**src/rtl/core/sbalu_pkg.sv**
```systemverilog
// ----------------------------------------------------------------------------
// sbalu_pkg
// Types, opcodes and constants shared by the 16-bit CPU execute unit.
// ----------------------------------------------------------------------------
package sbalu_pkg;

    localparam int unsigned QUEUE_DEPTH = 2;
    localparam int unsigned DIV_STEPS   = 32;

    // Basic two-operand opcodes
    localparam logic [4:0] OP_SET = 5'h01;
    localparam logic [4:0] OP_ADD = 5'h02;
    localparam logic [4:0] OP_SUB = 5'h03;
    localparam logic [4:0] OP_MUL = 5'h04;
    localparam logic [4:0] OP_MLI = 5'h05;
    localparam logic [4:0] OP_DIV = 5'h06;
    localparam logic [4:0] OP_DVI = 5'h07;
    localparam logic [4:0] OP_MOD = 5'h08;
    localparam logic [4:0] OP_MDI = 5'h09;
    localparam logic [4:0] OP_AND = 5'h0a;
    localparam logic [4:0] OP_BOR = 5'h0b;
    localparam logic [4:0] OP_XOR = 5'h0c;
    localparam logic [4:0] OP_SHR = 5'h0d;
    localparam logic [4:0] OP_ASR = 5'h0e;
    localparam logic [4:0] OP_SHL = 5'h0f;
    localparam logic [4:0] OP_IFB = 5'h10;
    localparam logic [4:0] OP_IFC = 5'h11;
    localparam logic [4:0] OP_IFE = 5'h12;
    localparam logic [4:0] OP_IFN = 5'h13;
    localparam logic [4:0] OP_IFG = 5'h14;
    localparam logic [4:0] OP_IFA = 5'h15;
    localparam logic [4:0] OP_IFL = 5'h16;
    localparam logic [4:0] OP_IFU = 5'h17;
    localparam logic [4:0] OP_ADX = 5'h1a;
    localparam logic [4:0] OP_SBX = 5'h1b;
    localparam logic [4:0] OP_STI = 5'h1e;
    localparam logic [4:0] OP_STD = 5'h1f;

    // Index step codes
    localparam logic [1:0] STEP_NONE = 2'd0;
    localparam logic [1:0] STEP_INC  = 2'd1;
    localparam logic [1:0] STEP_DEC  = 2'd2;

    // Job class seen by the back end
    typedef enum logic [2:0] {
        K_SIMPLE,
        K_DIV,
        K_MOD,
        K_DVI,
        K_MDI
    } t_kind;

    typedef struct packed {
        logic [4:0]  op_code;
        logic [15:0] a_value;
        logic [15:0] b_value;
        logic [15:0] ex_in;
    } t_in;

    typedef struct packed {
        logic [15:0] result_word;
        logic        write_result;
        logic [15:0] ex_out;
        logic        write_ex;
        logic        skip_next;
        logic [1:0]  index_step;
        logic        illegal_op;
    } t_out;

    typedef struct packed {
        t_kind       kind;
        t_out        simple;
        logic        div_zero;
        logic        neg_q;
        logic        neg_r;
        logic [15:0] mag_a;
        logic [15:0] mag_b;
    } t_job;

endpackage

```
**src/rtl/core/sbalu_queue.sv**
```systemverilog
// ----------------------------------------------------------------------------
// sbalu_queue
// Short job queue between the decode front and the divide back end.
// ----------------------------------------------------------------------------
module sbalu_queue #(
    parameter int unsigned DEPTH = sbalu_pkg::QUEUE_DEPTH
) (
    input  logic            i_clk,
    input  logic            i_rst_n,
    input  logic            i_push,
    input  sbalu_pkg::t_job i_data,
    output logic            o_full,
    input  logic            i_pop,
    output logic            o_valid,
    output sbalu_pkg::t_job o_data
);

    localparam int unsigned PTR_W = (DEPTH > 1) ? $clog2(DEPTH) : 1;
    localparam int unsigned CNT_W = $clog2(DEPTH + 1);

    sbalu_pkg::t_job r_mem [DEPTH];
    logic [PTR_W-1:0] r_wr_ptr, r_rd_ptr;
    logic [CNT_W-1:0] r_cnt;
    logic             w_wr, w_rd;

    assign o_full  = (r_cnt == CNT_W'(DEPTH));
    assign o_valid = (r_cnt != '0);
    assign o_data  = r_mem[r_rd_ptr];
    assign w_wr    = i_push && !o_full;
    assign w_rd    = i_pop && o_valid;

    // Store entries
    always_ff @(posedge i_clk) begin
        if (w_wr) begin
            r_mem[r_wr_ptr] <= i_data;
        end
    end

    // Advance pointers and count
    always_ff @(posedge i_clk) begin
        if (!i_rst_n) begin
            r_wr_ptr <= '0;
            r_rd_ptr <= '0;
            r_cnt    <= '0;
        end else begin
            if (w_wr) begin
                r_wr_ptr <= (r_wr_ptr == PTR_W'(DEPTH - 1)) ? '0 : r_wr_ptr + 1'b1;
            end
            if (w_rd) begin
                r_rd_ptr <= (r_rd_ptr == PTR_W'(DEPTH - 1)) ? '0 : r_rd_ptr + 1'b1;
            end
            if (w_wr && !w_rd) begin
                r_cnt <= r_cnt + 1'b1;
            end else if (w_rd && !w_wr) begin
                r_cnt <= r_cnt - 1'b1;
            end
        end
    end

endmodule

```
**config.mk**
```make
export PLATFORM = sky130hd
export DESIGN_NAME = sbalu_queue
export DESIGN_NICKNAME = d
export VERILOG_FILES = /design/src/rtl/core/sbalu_pkg.sv /design/src/rtl/core/sbalu_queue.sv
export SDC_FILE = /design/constraint.sdc
export NUM_CORES = 1
export LEC_CHECK = 0
export BUFFER_PORTS_ARGS = -buffer_cell sky130_fd_sc_hd__buf_2
export CORE_AREA = 2 2 123 125
export CTS_BUF_LIST = sky130_fd_sc_hd__clkbuf_4 sky130_fd_sc_hd__clkbuf_8
export CTS_CLUSTER_SIZE = 24
export DETAILED_ROUTE_END_ITERATION = 12
export DIE_AREA = 0 0 125 127
export PLACE_DENSITY = 0.65
export SETUP_SLACK_MARGIN = 0.1
export SYNTH_ARGS = -nofsm -noshare
export SYNTH_HDL_FRONTEND = slang
export SYNTH_SLANG_ARGS = --single-unit
```
**constraint.sdc**
```tcl
create_clock -name i_clk -period 4 [get_ports i_clk]
set_input_delay 0.2 -clock i_clk [delete_from_list [all_inputs] [get_ports i_clk]]
set_output_delay 0.2 -clock i_clk [all_outputs]
set_load 0.01 [all_outputs]
```
Word level (Yosys, flattened, before mapping)
Memories as Yosys holds them, arrays and structs flattened. A register that Yosys moved wholly into a read port is not among the register bits.
Index checks and enable logic that the tools add are counted.
Storage, ports and cells
  bits in registers: 4
  RAM bits: 152
  output and inout port bits: 78
  word-level logic and storage cells: 26
  memories: 1
Memories
  r_mem: words 2, bits a word 76, rd ports 1, clocked after memory_dff 1, write ports 1, RTL line sbalu_queue.sv:21  | sbalu_pkg::t_job r_mem [DEPTH];
Operators by class
  add/subtract/negate cells: 4
  equal/unequal tests: 1
  mux-type cells: 8
  reduce and logical (&&, ||, !) cells: 9
Operators with widths (count)
  $mux 1: 6
  $logic_and 1x1->1: 4
  $mux 2: 2
  $reduce_bool 2->1: 2
  $logic_not 1->1: 3
  $add 1x1->1 const B: 2
  $add 2x1->2 const B: 1
  $eq 2x2->1 const B: 1
  $sub 2x1->2 const B: 1

Logic depth before layout (Yosys ltp)
  depth after elaboration: 7
  mapped depth: 7

Worst setup path before layout
OpenSTA, ideal clock, no wires.
  path kind: register to register
  start: register r_cnt[0]
  end: memory r_mem[0][0] (netlist bit), enable pin
  setup time: 0.498 ns
  arrival: 3.535 ns
  data required time: 3.502 ns
  slack: -0.033 ns
  cell stages (with the launch flop): 4
  clock period less this slack: 4.033 ns
  cell sequence: dfxtp_1 nand2b_1 inv_2 nor3_2
Between the ends
  word-level cells in the longest chain between the ends: 5
RTL lines
  from (decl): RTL line sbalu_queue.sv:23  | logic [CNT_W-1:0] r_cnt;
  from (signal assigned): RTL line sbalu_queue.sv:53  | r_cnt <= r_cnt + 1'b1;
  from (signal assigned): RTL line sbalu_queue.sv:55  | r_cnt <= r_cnt - 1'b1;
  $eq 2x2->1: RTL line sbalu_queue.sv:26  | assign o_full = (r_cnt == CNT_W'(DEPTH));
  named net o_full: RTL line sbalu_queue.sv:12  | output logic o_full,
  $logic_not 1->1: RTL line sbalu_queue.sv:29  | assign w_wr = i_push && !o_full;
  $logic_and 1x1->1: RTL line sbalu_queue.sv:29
  $mux 1: RTL line sbalu_queue.sv:34  | if (w_wr) begin
  $mux 1 (implied by the code): RTL line sbalu_queue.sv:35  | r_mem[r_wr_ptr] <= i_data;
  to (decl): RTL line sbalu_queue.sv:21
The timed path passes the listed nets, and every way through them passes these cells.

==> metrics.yaml <==
rows: 44
clock_skew_ns: 0.007460
cts.htree.levels: 4
synthMuxAreaShare: 0.1495
power.internal_mw: 3.322
clk_latency_ns: 0.44
p_sw_frac: 0.2651
ys_warn_count: 0
utilization: 0.5487
rsz0062_at_grt: "false"
drc: 0
critPathMaxFanout: 76
drt_iter0_markers: 137
ant_nets: 0
antenna_found_initial: 0
slew_viol_final: 0
fp.dieH_um: 127
avgSynthCellArea_sq_um: 21.93
grt_max_degree: 77
core_area_sq_um: 14420
fin_cells: 705
holdBufCountCts: 77
mostFrequentLayoutCells: "buf_2, edfxtp_1, dlygate4sd3_1"
grt_pass1_wl_um: 16750
die_w_um: 125
startpoint_type: "register"
period_needed_ns: 2.321
dr.pass1.iters: 4
place_hpwl_um: 6169
finalSetupViolations: 0
yosysSeqAreaShare: 0.8149
wirelength_um: 10500
ys_types: 24
grt_usage: 0.1378
setup_tns_ns: 0
comb_power_share: 0.222
slew_headroom: 0.2821
syn_inst: 261
cts-root-buf: "clkbuf_8"
cts_setup_buffers: 0
path_cells: "mux2_1, buf_2"
cts.clk_slew.worst_paths_ns: 0.07
finalPower_mw: 4.520
cap_violations: 0
antenna_cells: 0
grt_pass1_vias: 3441
fillers: 1175
place_area_sq_um: 6703
fin_nets: 589
critical_path.slowest_cell: "dfxtp_4"
route.vias.total: 3198
timing_hold_violations_final: 0
p_switching_mw: 1.198
ioPinCount: 158
final_area_sq_um: 7914
wl_per_cell_um: 14.89
port_buffers: 157
tightest_slew_ns: 1.077
start_util: 0.3969
synthAdderAreaFrac: 0.002186
power_density_nw_per_um2: 571.2
cp.arrival_ns: 2.12
clk_path_buf_depth: 2
critical_path_required_ns: 3.80
layout_commonest_cell: "buf_2"
criticalPathCategory: "reg2out"
status: "completed"
p_clk_frac: 0.285
ys_ff_latch: 157
slowest_delay_ns: 1.06
cts_resized: 0
synthSimpleGateAreaFrac: 0.01005
grt_remaining_overflow: 0
syn-cell-area_sq_um: 5724
period_share: 0.5803
synth-compound-area-share: 0.005683
cts_buffers: 17
gp_congestion: 0.6870
peakVddDrop_mv: 0.2993
p_leak_nw: 2.979
synth_xor_area_frac: 0.004590
fmax_mhz: 430.8
routed_via_density: 4.536
seqPwrFrac: 0.494
worstHoldPathType: "in2reg"
cts.sinks: 157
synth_top_family_by_area: "multiplexers"
cp-end-kind: "primary output"
tritoncts: "built"
synthesis.nets: 342
layout-drive-gt1-share: 0.4395
dp_cells: 596
die-area_sq_um: 15880
syn_to_final_growth_pct: 38.25
[state kept, by name, indices dropped and copies added, names as in the netlist, named ones only]
signal    cells
r_wr_ptr      1
r_mem       152
r_rd_ptr      1
r_cnt         2
[stage by stage]
step / worst slack [ns] / hold slack [ns]
after global routing: 1.527 / 0.1403
final: 1.679 / 0.1477
after global placement: 2.086 / 0.3884
after detailed placement: 2.028 / 0.3911
after CTS: 1.629 / 0.1035
after floorplan: 1.143 / 0.2989
[cells in the mapped netlist (all sizes together)]
cell | count | share of area
inv | 2 | 0.0013
o21ai | 2 | 0.0017
nor2 | 1 | 0.00066
xnor2 | 2 | 0.0031
nand2b | 1 | 0.0011
xor2 | 1 | 0.0015
nor3 | 1 | 0.0017
o21a | 1 | 0.0013
buf | 8 | 0.012
edfxtp | 152 | 0.80
a21boi | 2 | 0.0026
mux2 | 76 | 0.15
or3 | 1 | 0.0011
ha | 1 | 0.0022
and3 | 1 | 0.0011
dfxtp | 5 | 0.017
or2 | 1 | 0.0011
and2 | 3 | 0.0033
[power groups by stage]
stage               Clock (mW)  Sequential [mW]  Combinational [mW]
floorplan                    0             2.15               0.694
global placement             0             2.26               0.949
detailed placement           0             2.27               0.958
CTS                       1.32             2.23                1.02
global route              1.38             2.27                1.09
finish                    1.29             2.23                1.00
[kinds of logic (layout without fill, tap and decap cells)]
family	count (synthesis)	count (layout)
mux	76	76
simple gates	9	9
flops	157	157
xor+xnor	3	3
fa+ha+maj	1	1
buf+inv	10	270
compound gates	5	5
[area by class of cell]
class | count | area [sq um] | share of cell area
flip-flops and latches | 157 | 4668 | 0.5899
well taps | 184 | 230.2 | 0.02909
repair buffers | 236 | 1572 | 0.1986
clock inverters | 14 | 198.9 | 0.02514
multi-input cells | 94 | 996.0 | 0.1258
clock buffers | 18 | 241.5 | 0.03051
inverters | 2 | 7.507 | 0.0009486
[per-layer routing]
layer  vias up  global-route usage  wire (um)
li1       1524                   -          -
met4         0             0.05882        173
met1      1543              0.1546       4329
met3        14             0.05611        742
met5         -                   0          0
met2       117              0.2340       5253
[worst paths after layout]
| check | startpoint | to | slack (ns) | cells past startpoint |
|---|---|---|---|---|
| max | register | o_data[16] | 1.68 | 2 |
| min | i_push | r_wr_ptr | 0.15 | 3 |
| max reg2reg | r_cnt[0] | r_mem[1][58] | 2.06 | 2 |
| min reg2reg | r_cnt[1] | r_cnt[1] | 0.53 | 2 |
[worst max-delay path: cells and delay by family (launching register included)]
kind / cells / cell delay (ns)
buf+inv: 1 / 0.15
flops: 1 / 1.06
mux: 1 / 0.42
Note: power is estimated with default switching activity, not from simulation.
