==> src/rtl/core/sbalu_pkg.sv <==
// ----------------------------------------------------------------------------
// sbalu_pkg
// Types, opcodes and constants shared by the 16-bit CPU execute unit.
// ----------------------------------------------------------------------------
package sbalu_pkg;

    localparam int unsigned QUEUE_DEPTH = 2;
    localparam int unsigned DIV_STEPS   = 32;

    // Basic two-operand opcodes
    localparam logic [4:0] OP_SET = 5'h01;
    localparam logic [4:0] OP_ADD = 5'h02;
    localparam logic [4:0] OP_SUB = 5'h03;
    localparam logic [4:0] OP_MUL = 5'h04;
    localparam logic [4:0] OP_MLI = 5'h05;
    localparam logic [4:0] OP_DIV = 5'h06;
    localparam logic [4:0] OP_DVI = 5'h07;
    localparam logic [4:0] OP_MOD = 5'h08;
    localparam logic [4:0] OP_MDI = 5'h09;
    localparam logic [4:0] OP_AND = 5'h0a;
    localparam logic [4:0] OP_BOR = 5'h0b;
    localparam logic [4:0] OP_XOR = 5'h0c;
    localparam logic [4:0] OP_SHR = 5'h0d;
    localparam logic [4:0] OP_ASR = 5'h0e;
    localparam logic [4:0] OP_SHL = 5'h0f;
    localparam logic [4:0] OP_IFB = 5'h10;
    localparam logic [4:0] OP_IFC = 5'h11;
    localparam logic [4:0] OP_IFE = 5'h12;
    localparam logic [4:0] OP_IFN = 5'h13;
    localparam logic [4:0] OP_IFG = 5'h14;
    localparam logic [4:0] OP_IFA = 5'h15;
    localparam logic [4:0] OP_IFL = 5'h16;
    localparam logic [4:0] OP_IFU = 5'h17;
    localparam logic [4:0] OP_ADX = 5'h1a;
    localparam logic [4:0] OP_SBX = 5'h1b;
    localparam logic [4:0] OP_STI = 5'h1e;
    localparam logic [4:0] OP_STD = 5'h1f;

    // Index step codes
    localparam logic [1:0] STEP_NONE = 2'd0;
    localparam logic [1:0] STEP_INC  = 2'd1;
    localparam logic [1:0] STEP_DEC  = 2'd2;

    // Job class seen by the back end
    typedef enum logic [2:0] {
        K_SIMPLE,
        K_DIV,
        K_MOD,
        K_DVI,
        K_MDI
    } t_kind;

    typedef struct packed {
        logic [4:0]  op_code;
        logic [15:0] a_value;
        logic [15:0] b_value;
        logic [15:0] ex_in;
    } t_in;

    typedef struct packed {
        logic [15:0] result_word;
        logic        write_result;
        logic [15:0] ex_out;
        logic        write_ex;
        logic        skip_next;
        logic [1:0]  index_step;
        logic        illegal_op;
    } t_out;

    typedef struct packed {
        t_kind       kind;
        t_out        simple;
        logic        div_zero;
        logic        neg_q;
        logic        neg_r;
        logic [15:0] mag_a;
        logic [15:0] mag_b;
    } t_job;

endpackage

==> src/rtl/core/sbalu_front.sv <==
// ----------------------------------------------------------------------------
// sbalu_front
// Decode an instruction and finish every operation except division and modulo.
// ----------------------------------------------------------------------------
module sbalu_front (
    input  sbalu_pkg::t_in  i_in,
    output sbalu_pkg::t_job o_job
);

    logic [15:0]        a, b, ex;
    logic [31:0]        w_prod;
    logic [16:0]        w_add;
    logic [17:0]        w_adx;
    logic signed [17:0] w_sbx;
    logic [31:0]        w_shr;
    logic signed [31:0] w_asr_r;
    logic signed [31:0] w_asr_e;
    logic [31:0]        w_shl;
    logic               w_small;

    assign a  = i_in.a_value;
    assign b  = i_in.b_value;
    assign ex = i_in.ex_in;

    // Shared datapath pieces
    assign w_prod  = 32'(a) * 32'(b);
    assign w_add   = {1'b0, a} + {1'b0, b};
    assign w_adx   = {2'b0, b} + {2'b0, a} + {2'b0, ex};
    assign w_sbx   = $signed({2'b0, b}) - $signed({2'b0, a}) + $signed({2'b0, ex});
    assign w_shr   = {b, 16'h0} >> a[4:0];
    assign w_asr_r = $signed({{16{b[15]}}, b}) >>> a[4:0];
    assign w_asr_e = $signed({b, 16'h0}) >>> a[4:0];
    assign w_shl   = {16'h0, b} << a[4:0];
    assign w_small = (a[15:5] == 11'h0);

    // Classify and select
    always_comb begin
        o_job          = '0;
        o_job.kind     = sbalu_pkg::K_SIMPLE;
        o_job.div_zero = (a == 16'h0);
        o_job.neg_q    = a[15] ^ b[15];
        o_job.neg_r    = b[15];
        o_job.mag_a    = a;
        o_job.mag_b    = b;
        case (i_in.op_code)
            sbalu_pkg::OP_SET: begin
                o_job.simple.result_word  = a;
                o_job.simple.write_result = 1'b1;
            end
            sbalu_pkg::OP_ADD: begin
                o_job.simple.result_word  = w_add[15:0];
                o_job.simple.write_result = 1'b1;
                o_job.simple.write_ex     = 1'b1;
                o_job.simple.ex_out       = {15'h0, w_add[16]};
            end
            sbalu_pkg::OP_SUB: begin
                o_job.simple.result_word  = b - a;
                o_job.simple.write_result = 1'b1;
                o_job.simple.write_ex     = 1'b1;
                o_job.simple.ex_out       = (b < a) ? 16'hffff : 16'h0;
            end
            sbalu_pkg::OP_MUL: begin
                o_job.simple.result_word  = w_prod[15:0];
                o_job.simple.write_result = 1'b1;
                o_job.simple.write_ex     = 1'b1;
                o_job.simple.ex_out       = w_prod[31:16];
            end
            sbalu_pkg::OP_MLI: begin
                // low half of a signed product equals the unsigned one
                o_job.simple.result_word  = w_prod[15:0];
                o_job.simple.write_result = 1'b1;
            end
            sbalu_pkg::OP_DIV: begin
                o_job.kind                = sbalu_pkg::K_DIV;
                o_job.simple.write_result = 1'b1;
                o_job.simple.write_ex     = 1'b1;
            end
            sbalu_pkg::OP_MOD: begin
                o_job.kind                = sbalu_pkg::K_MOD;
                o_job.simple.write_result = 1'b1;
            end
            sbalu_pkg::OP_DVI: begin
                o_job.kind                = sbalu_pkg::K_DVI;
                o_job.simple.write_result = 1'b1;
                o_job.mag_a               = a[15] ? (16'h0 - a) : a;
                o_job.mag_b               = b[15] ? (16'h0 - b) : b;
            end
            sbalu_pkg::OP_MDI: begin
                o_job.kind                = sbalu_pkg::K_MDI;
                o_job.simple.write_result = 1'b1;
                o_job.mag_a               = a[15] ? (16'h0 - a) : a;
                o_job.mag_b               = b[15] ? (16'h0 - b) : b;
            end
            sbalu_pkg::OP_AND: begin
                o_job.simple.result_word  = a & b;
                o_job.simple.write_result = 1'b1;
            end
            sbalu_pkg::OP_BOR: begin
                o_job.simple.result_word  = a | b;
                o_job.simple.write_result = 1'b1;
            end
            sbalu_pkg::OP_XOR: begin
                o_job.simple.result_word  = a ^ b;
                o_job.simple.write_result = 1'b1;
            end
            sbalu_pkg::OP_SHR: begin
                o_job.simple.write_result = 1'b1;
                o_job.simple.write_ex     = 1'b1;
                if (w_small) begin
                    o_job.simple.result_word = w_shr[31:16];
                    o_job.simple.ex_out      = w_shr[15:0];
                end
            end
            sbalu_pkg::OP_ASR: begin
                o_job.simple.write_result = 1'b1;
                o_job.simple.write_ex     = 1'b1;
                if (w_small) begin
                    o_job.simple.result_word = w_asr_r[15:0];
                    o_job.simple.ex_out      = w_asr_e[15:0];
                end
            end
            sbalu_pkg::OP_SHL: begin
                o_job.simple.write_result = 1'b1;
                o_job.simple.write_ex     = 1'b1;
                if (w_small) begin
                    o_job.simple.result_word = w_shl[15:0];
                    o_job.simple.ex_out      = w_shl[31:16];
                end
            end
            sbalu_pkg::OP_IFB: o_job.simple.skip_next = ((b & a) == 16'h0);
            sbalu_pkg::OP_IFC: o_job.simple.skip_next = ((b & a) != 16'h0);
            sbalu_pkg::OP_IFE: o_job.simple.skip_next = (b != a);
            sbalu_pkg::OP_IFN: o_job.simple.skip_next = (b == a);
            sbalu_pkg::OP_IFG: o_job.simple.skip_next = !(b > a);
            sbalu_pkg::OP_IFA: o_job.simple.skip_next = !($signed(b) > $signed(a));
            sbalu_pkg::OP_IFL: o_job.simple.skip_next = !(b < a);
            sbalu_pkg::OP_IFU: o_job.simple.skip_next = !($signed(b) < $signed(a));
            sbalu_pkg::OP_ADX: begin
                o_job.simple.result_word  = w_adx[15:0];
                o_job.simple.write_result = 1'b1;
                o_job.simple.write_ex     = 1'b1;
                o_job.simple.ex_out       = (w_adx[17:16] != 2'b0) ? 16'h1 : 16'h0;
            end
            sbalu_pkg::OP_SBX: begin
                o_job.simple.result_word  = w_sbx[15:0];
                o_job.simple.write_result = 1'b1;
                o_job.simple.write_ex     = 1'b1;
                o_job.simple.ex_out       = w_sbx[17] ? 16'hffff :
                                            (w_sbx[16] ? 16'h1 : 16'h0);
            end
            sbalu_pkg::OP_STI: begin
                o_job.simple.result_word  = a;
                o_job.simple.write_result = 1'b1;
                o_job.simple.index_step   = sbalu_pkg::STEP_INC;
            end
            sbalu_pkg::OP_STD: begin
                o_job.simple.result_word  = a;
                o_job.simple.write_result = 1'b1;
                o_job.simple.index_step   = sbalu_pkg::STEP_DEC;
            end
            default: begin
                o_job.simple.illegal_op = 1'b1;
            end
        endcase
    end

endmodule

==> config.mk <==
export PLATFORM = sky130hd
export DESIGN_NAME = sbalu_front
export DESIGN_NICKNAME = d
export VERILOG_FILES = /design/src/rtl/core/sbalu_pkg.sv /design/src/rtl/core/sbalu_front.sv
export SDC_FILE = /design/constraint.sdc
export NUM_CORES = 1
export LEC_CHECK = 0
export ABC_AREA = 0
export BUFFER_PORTS_ARGS = -buffer_cell sky130_fd_sc_hd__buf_2
export CORE_ASPECT_RATIO = 0.9
export CORE_UTILIZATION = 45
export DETAILED_ROUTE_END_ITERATION = 8
export PLACE_DENSITY = 0.65
export SETUP_SLACK_MARGIN = 0.4
export SLEW_MARGIN = 20
export SYNTH_ARGS = -nofsm -noshare
export SYNTH_HDL_FRONTEND = slang
export SYNTH_SLANG_ARGS = --single-unit
==> constraint.sdc <==
create_clock -name vclk -period 6.43
set_input_delay 0 -clock vclk [all_inputs]
set_output_delay 0 -clock vclk [all_outputs]
set_load 0.005 [all_outputs]
* Word-level counts from Yosys, hierarchy flattened
Cells that the tools add are included.
Storage, ports and cells: flip-flop bits (word level) 0, input port bits 53, output and inout port bits 76
Cells by class: add/subtract/negate cells 8, $mul 1, $lt $le $gt $ge 4, equal/unequal tests 29, shifts and indexed selects 4, multiplexer cells 21, bitwise gates (word level) 4, reductions and logical operators 15
Operators with widths (count):
- 16-bit one-hot mux with 12 select lines | 1
- 16-bit two-way mux | 10
- 16-bit one-hot mux with 8 select lines | 1
- 5-bit == test, second input constant | 12
- 5-bit by 4-bit == test with 1-bit output, second input constant | 8
- 16-bit by 16-bit adder with 17-bit output | 2
- 16-bit greater-than comparator | 2
- 16-bit zero test | 2
- 16-bit less-than comparator | 2
- 16-bit by 16-bit multiplier with 32-bit output | 1
- 32-bit two-way mux | 1
- 16-bit by 5-bit << shifter with 32-bit output | 1
- 32-bit by 5-bit right shift with 32-bit output | 1
- 32-bit by 5-bit >>> shifter with 16-bit output | 1
- 1-bit by 16-bit subtractor with 16-bit output, first input constant | 2
- 27-bit OR reduction | 1
- 5-bit by 3-bit == test with 1-bit output, second input constant | 4
- 19-bit OR reduction | 1
- 17-bit by 16-bit adder with 18-bit output | 1
- 17-bit by 17-bit adder with 18-bit output | 1
- 16-bit by 16-bit subtractor with 17-bit output | 1
- 16-bit AND | 1
- 16-bit == test | 1
- 16-bit inequality test | 1
- other kinds (18) | 27

* Depth between registers and ports, before layout
Gate-level depths: netlist of the first run.
depth after elaboration 5, mapped depth 26, depth with buffers taken out 22

* Worst setup path before layout of the first run
No wires, ideal clock.
kind input port to output port, from input i_in[33] (netlist bit), to output o_job[50] (netlist bit), data arrival time 6.359 ns, setup slack 0.071 ns, stages 22, buffers on the path 4, cell sequence buf_2 > clkinv_1 > buf_1 > clkbuf_1 > buf_1 > nor2_1 > fa_1 > fa_1 > fa_1 > fa_1 > fa_1 > inv_1 > fa_1 > inv_1 > ha_1 > nand4_2 > or3_1 > a2111o_1 > a21oi_1 > o21ai_1 > or4b_1 > nand3_1
RTL lines:
- start, declared | RTL line sbalu_front.sv:6 | input sbalu_pkg::t_in i_in,
- end, declared | RTL line sbalu_front.sv:7 | output sbalu_pkg::t_job o_job

==> results of run 1 <==
-- worst max-delay path, delay by kind of cell --
| family | cells | cell delay (ns) |
|---|---|---|
| AO/OA/AOI/OAI | 3 | 0.83 |
| buffers and inverters | 7 | 0.84 |
| adder cells (fa/ha/maj) | 7 | 3.30 |
| AND/OR/NAND/NOR | 4 | 0.74 |
| XOR/XNOR | 1 | 0.20 |
-- kinds of logic after synthesis --
logic type / share of synthesized area [%]
AOI/OAI and AO/OA: 20.3
xor gates and xnor gates: 4.62
buffers and inverters: 10.3
muxes: 5.75
adders and majority gates: 39.6
and+or+nand+nor: 19.4
-- synthesized netlist by cell type, types with 12 or more instances --
cell,n,area [µm²]
a221oi_1,20,175
mux4_2,22,495
or3_1,13,81.3
a21o_1,26,195
buf_2,20,100
a21oi_1,108,541
a211o_1,13,114
nand2_1,240,901
nor3_1,45,225
a211oi_1,21,158
o21ai_1,15,75.1
and2_1,13,81.3
nor2_1,244,916
and3_1,17,106
nand2b_1,17,106
o211ai_1,14,105
xor2_1,19,166
o21bai_1,12,90.1
clkbuf_1,89,334
xnor2_1,69,604
mux2i_1,28,280
nor4_1,12,75.1
a31oi_1,19,119
mux2_2,13,146
inv_1,278,1040
a22oi_1,18,135
nand3_1,39,195
fa_1,214,4280
o22ai_1,15,93.8
ha_1,186,2330
nor2b_1,20,125
o21ai_0,90,450
buf_1,16,60.1
-- power by group --
part | internal, W | total (W) | switching [W]
Clock | 0 | 0 | 0
Sequential | 0 | 0 | 0
Combinational | 0.00374 | 0.00943 | 0.00570
-- metal layers --
metal  vias up  GRT usage (%)
met5         -              0
met4         0           19.0
met3       207           11.0
met2      1172           63.4
met1      8960           57.3
li1       7772              -
-- per-stage QoR --
stage / cells / instance area [µm²] / worst slack, ns / total power (W) / utilization [%]
floorplan: 2194 / 16700 / 0.440 / 0.00509 / -
global placement: 2790 / 18300 / 0.186 / 0.00847 / 50.4
CTS: 2798 / 18500 / 0.402 / 0.00869 / 50.8
finish: 2802 / 18800 / 0.495 / 0.00943 / 51.7
detailed placement: 2790 / 18300 / 0.103 / 0.00854 / 50.4
global route: 2802 / 18800 / 0.322 / 0.0102 / 51.7
-- final timing paths --
path                     to  slack (ns)  cells after the start
setup / recovery  o_job[46]        0.49                     22
hold / removal     o_job[0]        0.45                      2
-- what timing repair did --
| item | CTS | global route |
|---|---|---|
| gates resized for setup | 39 | 67 |
| setup endpoints to repair | 16 | 19 |
| cloned | 2 | 0 |
| pin swaps | 2 | 9 |
| buffers inserted | 6 | 4 |
| endpoints found under the hold margin | 0 | 0 |
-- cell type report --
class / count / area, µm² / share of cell area (%)
repair inverters: 2 / 15.0 / 0.0799
multi-input cells: 1762 / 15200 / 80.8
well taps: 476 / 596 / 3.17
repair buffers: 267 / 1850 / 9.85
inverters: 295 / 1140 / 6.07
==> flow_metrics.tcl, run 1 <==
set metrics [dict create \
    status "finished, final reports clean" \
    start_util_pct 45.9 \
    wl_met3_mm 9.53 \
    met1Wirelength_mm 32.5 \
    cp.required_ns 6.43 \
    first_pass_iters 8 \
    fill_cells 3620 \
    drcViolationCount 0 \
    grt_start_max_net_pins 46 \
    syn_area_um2 16700 \
    die_w_um 205 \
    wl_met2_mm 33.7 \
    ff_latch_area_um2 0 \
    tns_ns 0 \
    cp-startpoint "i_in[40]" \
    synth_cells 2194 \
    fin_crit_sh_pct 92.3 \
    yosysSeqAreaShare_pct 0 \
    core_um2 36300 \
    slowest_stage "fa_1" \
    overflow 0 \
    cellLeakagePower_nw 8.84 \
    final_cell_mix "inv_1, nand2_1, nor2_1" \
    layout-drive-gt1-share_pct 16.6 \
    peakVddDrop_uv 1240 \
    port_buffers 129 \
    start_kind "input port" \
    cp_slowest_stage_delay_ns 0.58 \
    synth.distinct_cells 99 \
    gp_congestion 1.11 \
    avgRoutedWirePerCell_um 28.6 \
    drt.antenna.violating_nets 0 \
    grt_pass1_vias 17980 \
    cpMostUsedCell "fa_1" \
    grt_pass1_wl_mm 117 \
    final_common_cell "inv_1" \
    crit_path_end_kind "output pin" \
    path_cells "buf_4 -> buf_8 -> nand2_1 -> fa_1 -> inv_1 -> fa_1 -> fa_1 -> fa_1 -> fa_1 -> inv_1 -> fa_1 -> inv_1 -> ha_4 -> nand4_4 -> or3_4 -> a2111o_1 -> buf_4 -> nand3b_1 -> a21oi_1 -> xnor2_1 -> a211o_1 -> buf_2" \
    tightest_slew_ns 1.19 \
    syn_nets 2647 \
    fp.dieH_um 185 \
    hold_class "input port to output pin" \
    arrival_ns 5.94 \
    grt_antenna_before_repair 2 \
    timing.hold.ws_ns 0.454 \
    cp_max_fo 11 \
    maxSlewViolCount 0 \
    num_vias 18111 \
    critical_path_class "input port to output pin" \
    track_usage_pct 42.4 \
    power_density_nw_per_um2 502 \
    place_hpwl_mm 65.8 \
    top_layer "met4" \
    synth_warnings 0 \
    max_freq_mhz 168 \
    vias_per_cell 6.46 \
    syn_to_final_growth_pct 12.7 \
    pin_count 129 \
    seq_cell_count 0 \
    clkbuf_count 0 \
    hold_violations 0 \
    setup_viol 0 \
    drt_iter0_markers 2235 \
    syn_area_per_cell_um2 7.60 \
    die_area_um2 37800 \
    max_cap_violations 0 \
    rows 66 \
    final_nets 2781 \
    cts.hold.buffers_added 0 \
    min_from "i_in[16]" \
    n_antenna_cell 0 \
    rsz0062_at_grt "true" \
    period_needed_ns 5.94 \
    relSlewSlack_pct 20.9 \
    finalWirelength_mm 80.0 \
]
Power figures use the tool's default switching activity.
==> inputs of run 2 (changes only) <==
==> constraint.sdc (replaced) <==
create_clock -name vclk -period 6.43
set_input_delay 0.3215 -clock vclk [all_inputs]
set_output_delay 0.3215 -clock vclk [all_outputs]
set_load 0.005 [all_outputs]
==> flow_metrics.tcl, run 2 (synthesis results as in run 1) <==
set metrics [dict create \
    num_vias 18612 \
    hold_violations 0 \
    avgRoutedWirePerCell_um 28.0 \
    fin_area_um2 20900 \
    fp.dieH_um 185 \
    die_w_um 205 \
    power_switching_w 0.00726 \
    timing.hold.ws_ns 1.10 \
    power_density_nw_per_um2 620 \
    hold_class "input port to output pin" \
    tightest_slew_ns 1.13 \
    seq_cell_count 0 \
    syn_to_final_growth_pct 25.5 \
    vias_per_cell 6.29 \
    fin_crit_sh_pct 101 \
    rsz0062_at_grt "true" \
    fin_ws_ns -0.0930 \
    path_cells "buf_12 -> clkinvlp_4 -> buf_12 -> nor2_2 -> fa_1 -> inv_1 -> fa_1 -> fa_2 -> inv_1 -> fa_2 -> fa_1 -> inv_1 -> fa_1 -> inv_2 -> ha_4 -> nand4_4 -> or3_4 -> a2111o_1 -> a21oi_2 -> o21ai_2 -> or4b_1 -> nand3_1 -> buf_2" \
    maxSlewViolCount 0 \
    arrival_ns 6.20 \
    period_needed_ns 6.52 \
    final_cell_mix "inv_1, buf_4, nand2_1" \
    slowest_stage "fa_2" \
    placed_cell_area_um2 19400 \
    grt_pass1_vias 18451 \
    status "finished with violations" \
    p_sw_share_pct 56.0 \
    grt_antenna_before_repair 2 \
    setup_viol 5 \
    failed_checks "negative setup slack" \
    drt.antenna.violating_nets 0 \
    overflow 0 \
    place_hpwl_mm 69.2 \
    port_buffers 129 \
    grt_start_max_net_pins 48 \
    start_kind "input port" \
    p_int_w 0.00571 \
    drcViolationCount 0 \
    p_clk_share_pct 0 \
    core_um2 36300 \
    finalWirelength_mm 82.8 \
    max_cap_violations 0 \
    critical_path_class "input port to output pin" \
    cpMostUsedCell "fa_1" \
    p_seq_share_pct 0 \
    clkbuf_count 0 \
    cp_slowest_stage_delay_ns 0.54 \
    combPwrFrac_pct 100.0 \
    gp_congestion 1.05 \
    cellLeakagePower_nw 9.82 \
    track_usage_pct 43.6 \
    cp_max_fo 6 \
    peakVddDrop_uv 1590 \
    rows 66 \
    layout-drive-gt1-share_pct 26.0 \
    first_pass_iters 6 \
    start_util_pct 45.9 \
    grt_pass1_wl_mm 120 \
    pin_count 129 \
    die_area_um2 37800 \
    crit_path_end_kind "output pin" \
    relSlewSlack_pct 25.0 \
    max_freq_mhz 153 \
    drt_iter0_markers 2270 \
    final_nets 2938 \
    cp.required_ns 6.11 \
    tns_ns -0.264 \
    ff_latch_area_um2 0 \
    final_common_cell "inv_1" \
]
[run 2: changes by cell type in the layout (fill, tap and decap cells not counted), moves of 14 or more]
cell	before	now
fa_2	0	15
buf_4	135	253
inv_1	269	255
fa_1	214	199
buf_6	6	53
[run 2: worst paths after layout]
kind | start | to | slack (ns) | cells past startpoint
worst max-delay path | i_in[22] | o_job[50] | -0.09 | 23
worst min-delay path | i_in[16] | o_job[0] | 1.10 | 2
[run 2: worst max-delay path: cells and delay by family]
kind | cells | cell delay (ns)
and+or+nand+nor | 5 | 1.17
adders and majority gates | 7 | 3.09
buffers and inverters | 8 | 0.75
AOI/OAI and AO/OA | 3 | 0.84
[run 2: stage by stage]
stage / worst slack, ns / instances / util, % / total power [W]
floorplan: 0.291 / 2194 / - / 0.00546
global placement: -0.305 / 2920 / 53.5 / 0.00976
detailed placement: -0.297 / 2920 / 53.5 / 0.00991
CTS: 0.00179 / 2954 / 56.8 / 0.0118
global route: -0.257 / 2960 / 57.6 / 0.0137
finish: -0.0930 / 2961 / 57.6 / 0.0130
[run 2: power groups by stage]
stage                 clock, W  sequential (W)  combinational, W
3_5_place_dp                 0               0           0.00991
5_1_grt        0.0000000000209               0            0.0137
4_1_cts                      0               0            0.0118
2_1_floorplan                0               0           0.00546
3_3_place_gp                 0               0           0.00976
6_report        0.000000000969               0            0.0130
[run 2: metal layers]
metal  routed length, µm  GRT usage, %
met1               34300          60.5
met2               35400          65.5
met3                9080          8.98
met4                3950          18.2
met5                  15             0
[run 2: timing repair]
action                                 4_1_cts  5_1_grt
gates cloned                                 1        0
setup endpoints to repair                   23       23
pin swaps                                   74       37
hold buffers                                 0        0
resized for setup                          233       61
endpoints found under the hold margin        0        0
buffers inserted                            33        5
[run 2: layout make-up]
type                       count  area (µm²)
antenna                        2        5.00
multi-input combinational   1762       15800
fill                        3364       15400
inverter                     295        1180
timing repair inverter         1        6.26
tap                          476         596
timing repair buffer         425        3340
